**config.mk**
```make
export PLATFORM = sky130hd
export DESIGN_NAME = ttlm_div
export DESIGN_NICKNAME = d
export VERILOG_FILES = /design/src/hw/rtl/ttlm_pkg.sv /design/src/hw/rtl/ttlm_div.sv
export SDC_FILE = /design/constraint.sdc
export NUM_CORES = 1
export LEC_CHECK = 0
export ABC_CLOCK_PERIOD_IN_PS = 4800
export BUFFER_PORTS_ARGS = -buffer_cell sky130_fd_sc_hd__buf_2
export CORE_ASPECT_RATIO = 0.5
export CORE_MARGIN = 5
export CORE_UTILIZATION = 55
export CTS_BUF_LIST = sky130_fd_sc_hd__clkbuf_4
export DETAILED_ROUTE_END_ITERATION = 8
export PLACE_DENSITY = 0.81
export REMOVE_ABC_BUFFERS = 1
export SETUP_SLACK_MARGIN = 0.1
export SLEW_MARGIN = 20
export SYNTH_ARGS = -nofsm -noshare
export SYNTH_HDL_FRONTEND = slang
export SYNTH_SLANG_ARGS = --single-unit
```
**constraint.sdc**
```tcl
create_clock -name aclk -period 4.8 [get_ports aclk]
set_input_delay 0.48 -clock aclk [delete_from_list [all_inputs] [get_ports aclk]]
set_output_delay 0.48 -clock aclk [all_outputs]
set_load 0.005 [all_outputs]
```
**src/hw/rtl/ttlm_pkg.sv**
```systemverilog
// package: shared types, constants and codes of the task timing and load monitor
`timescale 1ns / 1ps
`default_nettype none
package ttlm_pkg;
    localparam int TASK_SLOTS_DEF    = 4;
    localparam int LONG_WINDOWS_DEF  = 30;
    localparam int SHORT_WINDOWS_DEF = 10;
    localparam logic [31:0] WINDOW_US = 32'd1000000;
    localparam logic [31:0] ALL_ONES  = 32'hFFFF_FFFF;

    typedef enum logic [2:0] {
        REQ_START = 3'd0,
        REQ_END   = 3'd1,
        REQ_TICK  = 3'd2,
        REQ_CLEAR = 3'd3,
        REQ_READ  = 3'd4
    } req_t;

    localparam logic [2:0] REG_ACTIVE = 3'd0;
    localparam logic [2:0] REG_LIMIT0 = 3'd1;
    localparam logic [2:0] REG_LIMIT3 = 3'd4;

    // divider request and reply
    typedef struct packed {
        logic        start;
        logic [63:0] dividend;
        logic [31:0] divisor;
    } div_req_t;

    typedef struct packed {
        logic        busy;
        logic        done;
        logic [63:0] quotient;
    } div_rsp_t;
endpackage
`default_nettype wire

```
**src/hw/rtl/ttlm_div.sv**
```systemverilog
// shared restoring divider, one quotient bit per cycle
`timescale 1ns / 1ps
`default_nettype none
module ttlm_div (
    input  wire logic               aclk,
    input  wire logic               aresetn,
    input  wire ttlm_pkg::div_req_t req,
    output ttlm_pkg::div_rsp_t      rsp
);
    logic [63:0] quo_reg, quo_next;
    logic [32:0] rem_reg, rem_next;
    logic [31:0] den_reg, den_next;
    logic [6:0]  cnt_reg, cnt_next;
    logic        busy_reg, busy_next, done_reg, done_next;
    logic [32:0] trial;
    logic [33:0] diff;

    always_comb begin
        quo_next  = quo_reg;
        rem_next  = rem_reg;
        den_next  = den_reg;
        cnt_next  = cnt_reg;
        busy_next = busy_reg;
        done_next = 1'b0;
        trial     = {rem_reg[31:0], quo_reg[63]};
        diff      = {1'b0, trial} - {2'b0, den_reg};
        if (req.start) begin
            quo_next  = req.dividend;
            rem_next  = '0;
            den_next  = req.divisor;
            cnt_next  = 7'd0;
            busy_next = 1'b1;
        end else if (busy_reg) begin
            if (!diff[33]) begin
                rem_next = diff[32:0];
                quo_next = {quo_reg[62:0], 1'b1};
            end else begin
                rem_next = trial;
                quo_next = {quo_reg[62:0], 1'b0};
            end
            cnt_next = cnt_reg + 7'd1;
            if (cnt_reg == 7'd63) begin
                busy_next = 1'b0;
                done_next = 1'b1;
            end
        end
    end

    always_ff @(posedge aclk) begin
        if (!aresetn) begin
            busy_reg <= 1'b0;
            done_reg <= 1'b0;
            cnt_reg  <= '0;
        end else begin
            busy_reg <= busy_next;
            done_reg <= done_next;
            cnt_reg  <= cnt_next;
        end
        quo_reg <= quo_next;
        rem_reg <= rem_next;
        den_reg <= den_next;
    end

    assign rsp.busy     = busy_reg;
    assign rsp.done     = done_reg;
    assign rsp.quotient = quo_reg;
endmodule
`default_nettype wire

```
Word level (Yosys, flattened, before mapping)

Cells that the tools add are included.

Register bits: 137
Bits of input ports: 99
Output and inout bits: 66
Logic and storage cells: 22

$add $sub $neg: 2
Equality and inequality tests: 1
Multiplexer cells: 8
Bitwise logic cells: 2
Reductions and logical operators: 3

Operator list:

| kind                                                                   | number |
|---|---|
| 64-bit two-way mux                                                     | 2 |
| 33-bit by 32-bit subtractor with 34-bit output                         | 1 |
| 32-bit two-way mux                                                     | 1 |
| 7-bit by 1-bit adder with 7-bit output (second input constant)         | 1 |
| 7-bit by 6-bit equality test with 1-bit output (second input constant) | 1 |
| 1-bit two-way mux                                                      | 5 |
| 3-bit OR reduction                                                     | 1 |
| 1-bit inverter                                                         | 2 |
| 2-bit nonzero test                                                     | 1 |
| 2-bit OR reduction                                                     | 1 |

Longest topological paths before layout

Depth in word-level cells: 4
Gate-level depth with buffers: 13
Gate-level depth less buffers: 13

Worst setup path before layout

No wires, ideal clock.

Path kind: reg-to-reg
From: reg quo_reg[63]
To: reg rem_reg[26]
Setup time: 0.120 ns
Data arrival time: 2.736 ns
Required time: 4.680 ns
Setup slack: 1.944 ns
Cell stages (with the launch flop): 14
Path buffers: 0
Period minus slack after synthesis: 2.856 ns
Cell sequence: edfxtp_1 -> inv_1 -> ha_1 -> inv_1 -> fa_1 -> a21oi_1 -> o211ai_1 -> o2111a_1 -> o31ai_2 -> nand4_1 -> a21oi_1 -> o21ai_0 -> xor2_1 -> a211o_1

Cells in the longest elaborated chain, start to end: 2

RTL lines:

| what                                           | line           | source |
|---|---|---|
| start, declared                                | ttlm_div.sv:10 | `logic [63:0] quo_reg, quo_next;` |
| start signal, assigned                         | ttlm_div.sv:59 | `quo_reg <= quo_next;` |
| 33-bit by 32-bit subtractor with 34-bit output | ttlm_div.sv:26 | `diff = {1'b0, trial} - {2'b0, den_reg};` |
| 32-bit two-way mux                             | ttlm_div.sv:34 | `if (!diff[33]) begin` |
| end signal, assigned                           | ttlm_div.sv:60 | `rem_reg <= rem_next;` |
| end, declared                                  | ttlm_div.sv:11 | `logic [32:0] rem_reg, rem_next;` |

Every way passes these cells.
A chain may end at the register's enable or synchronous reset.

Worst setup path after layout

Same ends and word-level chain as after synthesis.

==> key figures <==
Layout
  – Finished Layout Cells: ~980
  – Highest-count cells in the layout ignoring fill and taps: 163 x buf_2, 96 x edfxtp_1, 64 x mux2_2
  – Commonest non-fill, non-tap cell in the layout: buf_2
  – Max reg flops: 64
  – Final instance area: 8520 µm²
  – Final layout net count: 929
  – Layout cells sized above 1: between 30% and 40%
  – Syn-to-layout area delta: 15.5%
  – ANT cells: 0

Clocking
  – Setup Fix Bufs, Post-CTS: 0
  – H-tree Lvls: 4
  – Clk_lat worst skew: 0.54 ns
  – CTS tree: yes
  – CTS root buffer: clkbuf_4
  – CTS Sinks: 137
  – Clock transition at path regs: about 0.14 ns
  – Clock buffer count from CTS: 17
  – CTS Buffer Depth: 2
  – CTS resizes: 0
  – Hold-fix buffers, CTS: 0

Synth
  – Mux contribution to synthesized area: a little over an eighth
  – Synth area leaders: edfxtp_1 39%, dfxtp_1 11%, mux2_2 9.8%
  – Post-synth top area share: around two fifths
  – Synth Register Bits: 137
  – Ys flop type: edfxtp_1
  – Cell variety after synth: 61
  – EDFF count, synth: 96
  – Synth Cell Area: 7380 µm²
  – Share of synthesized registers carrying an async set or reset: 0%
  – Cell taking the most area after synthesis: edfxtp_1
  – Xor-xnor portion of the synthesized cell area: 3.44%
  – Post-Synth Adder-Cell Area: 5.87%
  – Compound-Gate Fraction of Synth Area: 14.4%
  – Post-synthesis simple-gate area fraction: 8.61%
  – Largest family of logic cells by synthesized area: compound AO/OA/AOI/OAI gates
  – Seq/Total Area, Yosys: 50.2%
  – Synth Area per Inst: between 10 and 15 µm²
  – Gate Count Post-Synth: ~650
  – Syn. warnings: 0

Setup path
  – Max FO, Critical Path: 4
  – CP max-delay cell: edfxtp_1
  – Worst Setup Start Kind: flip-flop
  – Reg2Reg Capture Point: rem_reg[26]
  – R2R depth: 13
  – Reg2reg start: quo_reg[63]
  – Reg2reg setup slack: 1.45 ns
  – CP Class: reg2reg
  – Critical path endpoint category: flip-flop
  – Req. time, crit path: 5.25 ns
  – Slowest Stage Delay on Critical Path: 0.43 ns
  – WP data arrival: 3.80 ns
  – Crit-path cells: inv_1 > ha_1 > inv_1 > fa_1 > a21oi_1 > o211ai_1 > o2111a_1 > o31ai_2 > nand4_1 > a21oi_1 > o21ai_0 > xor2_1 > a211o_1

Die
  – Ports: 165
  – Chip height: a little over 90 µm
  – Placeable Area: approximately 13000 µm²
  – Die area: 16000 µm²
  – Rows: 29
  – DIE WIDTH: 174 µm
  – Initial Utilization: a little under three fifths

STA
  – Clk_skew: 0.0230 ns
  – Fin crit period: 3.35 ns
  – Slew Viols, Final: 0
  – Max Fclk: approximately 300 MHz
  – Fin. Hold Viols: 0
  – Setup WS post-layout: 1.45 ns
  – Fin crit share: 69.8%
  – RSZ-0062 raised after global routing: no
  – Max-Slew Margin vs Limit: between 30% and 40%
  – Setup_tns: 0 ns
  – Setup violations, final: 0
  – Worst slew pin tran: 1.04 ns

Worst hold path
  – Hold path cells: 1
  – Worst Hold End: den_reg[10]
  – Hold Crit Class: in2reg
  – HP Start: req[10]

Place
  – PortBufs: 164
  – Post-DP HPWL: 11600 µm
  – Pre-CTS setup slack: 1.64 ns
  – RD Place Congestion: approximately 0.85
  – Placed inst area: about 8300 µm²
  – Placed cells: 947

Detailed routing
  – Initial DRC count: 318
  – Routed vias/inst: 5.64
  – Drt pass-1 iters: 5
  – Final WL: around 17000 µm
  – Antenna-violating nets left: 0
  – Vias: 5520
  – DRC: 0
  – Avg WL per Cell: 16.9 µm

GRT
  – Antenna violations before repair: 3
  – GRT overflow: 0
  – Vias in the first global route: around 5600
  – Gr usage total: 20.6%
  – First-pass GRT wire length: roughly 27000 µm
  – Largest net degree at the start of global routing: 84

Power
  – Pleak: between 3 and 4 nW
  – Max VDD drop: 0.156 mV
  – Pwr/cell area: 340 nW/µm²

Job
  – Max Cap Violations: 0

Run status
  – Outcome: completed
-- Yosys cell counts, drive strengths merged, types with 4 or more instances --
cell type and n:
edfxtp 96, mux2 64, nand4 11, a21oi 42, nand3 9, buf 12, nor3 7, or3 4
and3 4, a31oi 7, a21o 22, nor2 43, xor2 15, xnor2 14, mux2i 24, a211o 4
o21bai 4, dfxtp 41, ha 33, clkbuf 23, inv 40, a211oi 27, o21ai 16, nand2 34
o21a 5, nor2b 4
-- cells by family after synthesis --
logic type / count (synthesis)
xor gates and xnor gates: 29
adders and majority gates: 34
and+or+nand+nor: 130
DFF: 137
buffers and inverters: 76
AOI/OAI and AO/OA: 151
muxes: 88
-- report_power, final --
group          switching, mW  internal (mW)
Sequential            0.0585           1.39
Clock                  0.500          0.231
Combinational          0.391          0.331
-- stage by stage --
stage	hold slack, ns	util (%)	total power, mW
after floorplan	0.452	-	1.95
after global placement	0.463	64.0	2.17
after detailed placement	0.477	64.0	2.19
after CTS	0.0788	66.0	2.91
after global routing	0.0725	66.0	3.06
final	0.101	66.0	2.90
-- metal layers --
metal / vias up / track usage, % / wire length, µm
li1: 2702 / - / -
met2: 201 / 34.1 / 7840
met4: 6 / 7.50 / 323
met1: 2573 / 25.9 / 7100
met5: - / 0 / 36
met3: 38 / 6.04 / 1260
-- worst max-delay path: cells and delay by family (launching register included) --
family,cells,cell delay (ns)
AO/OA/AOI/OAI,7,1.74
XOR/XNOR,1,0.18
adder cells (fa/ha/maj),2,0.57
buffers and inverters,2,0.14
flip-flops,1,0.43
AND/OR/NAND/NOR,1,0.20
-- area by class of cell --
class	instances	area (µm²)
timing repair buffer	167	846
clock buffer	18	135
clock inverter	14	125
multi-input combinational	432	3350
tap	170	213
fill	1004	4390
sequential	137	3700
inverter	41	154
-- how the worst max path moves through the flow --
stage | from | slack (ns) | endpoint
2_1_floorplan | quo_reg[63] | 1.94 | rem_reg[26]
3_3_place_gp | den_reg[18] | 1.75 | quo_reg[0]
3_5_place_dp | quo_reg[63] | 1.64 | rem_reg[26]
4_1_cts | quo_reg[63] | 1.54 | rem_reg[26]
5_1_grt | quo_reg[63] | 1.18 | rem_reg[26]
6_report | quo_reg[63] | 1.45 | rem_reg[26]
Power figures use the tool's default switching activity.
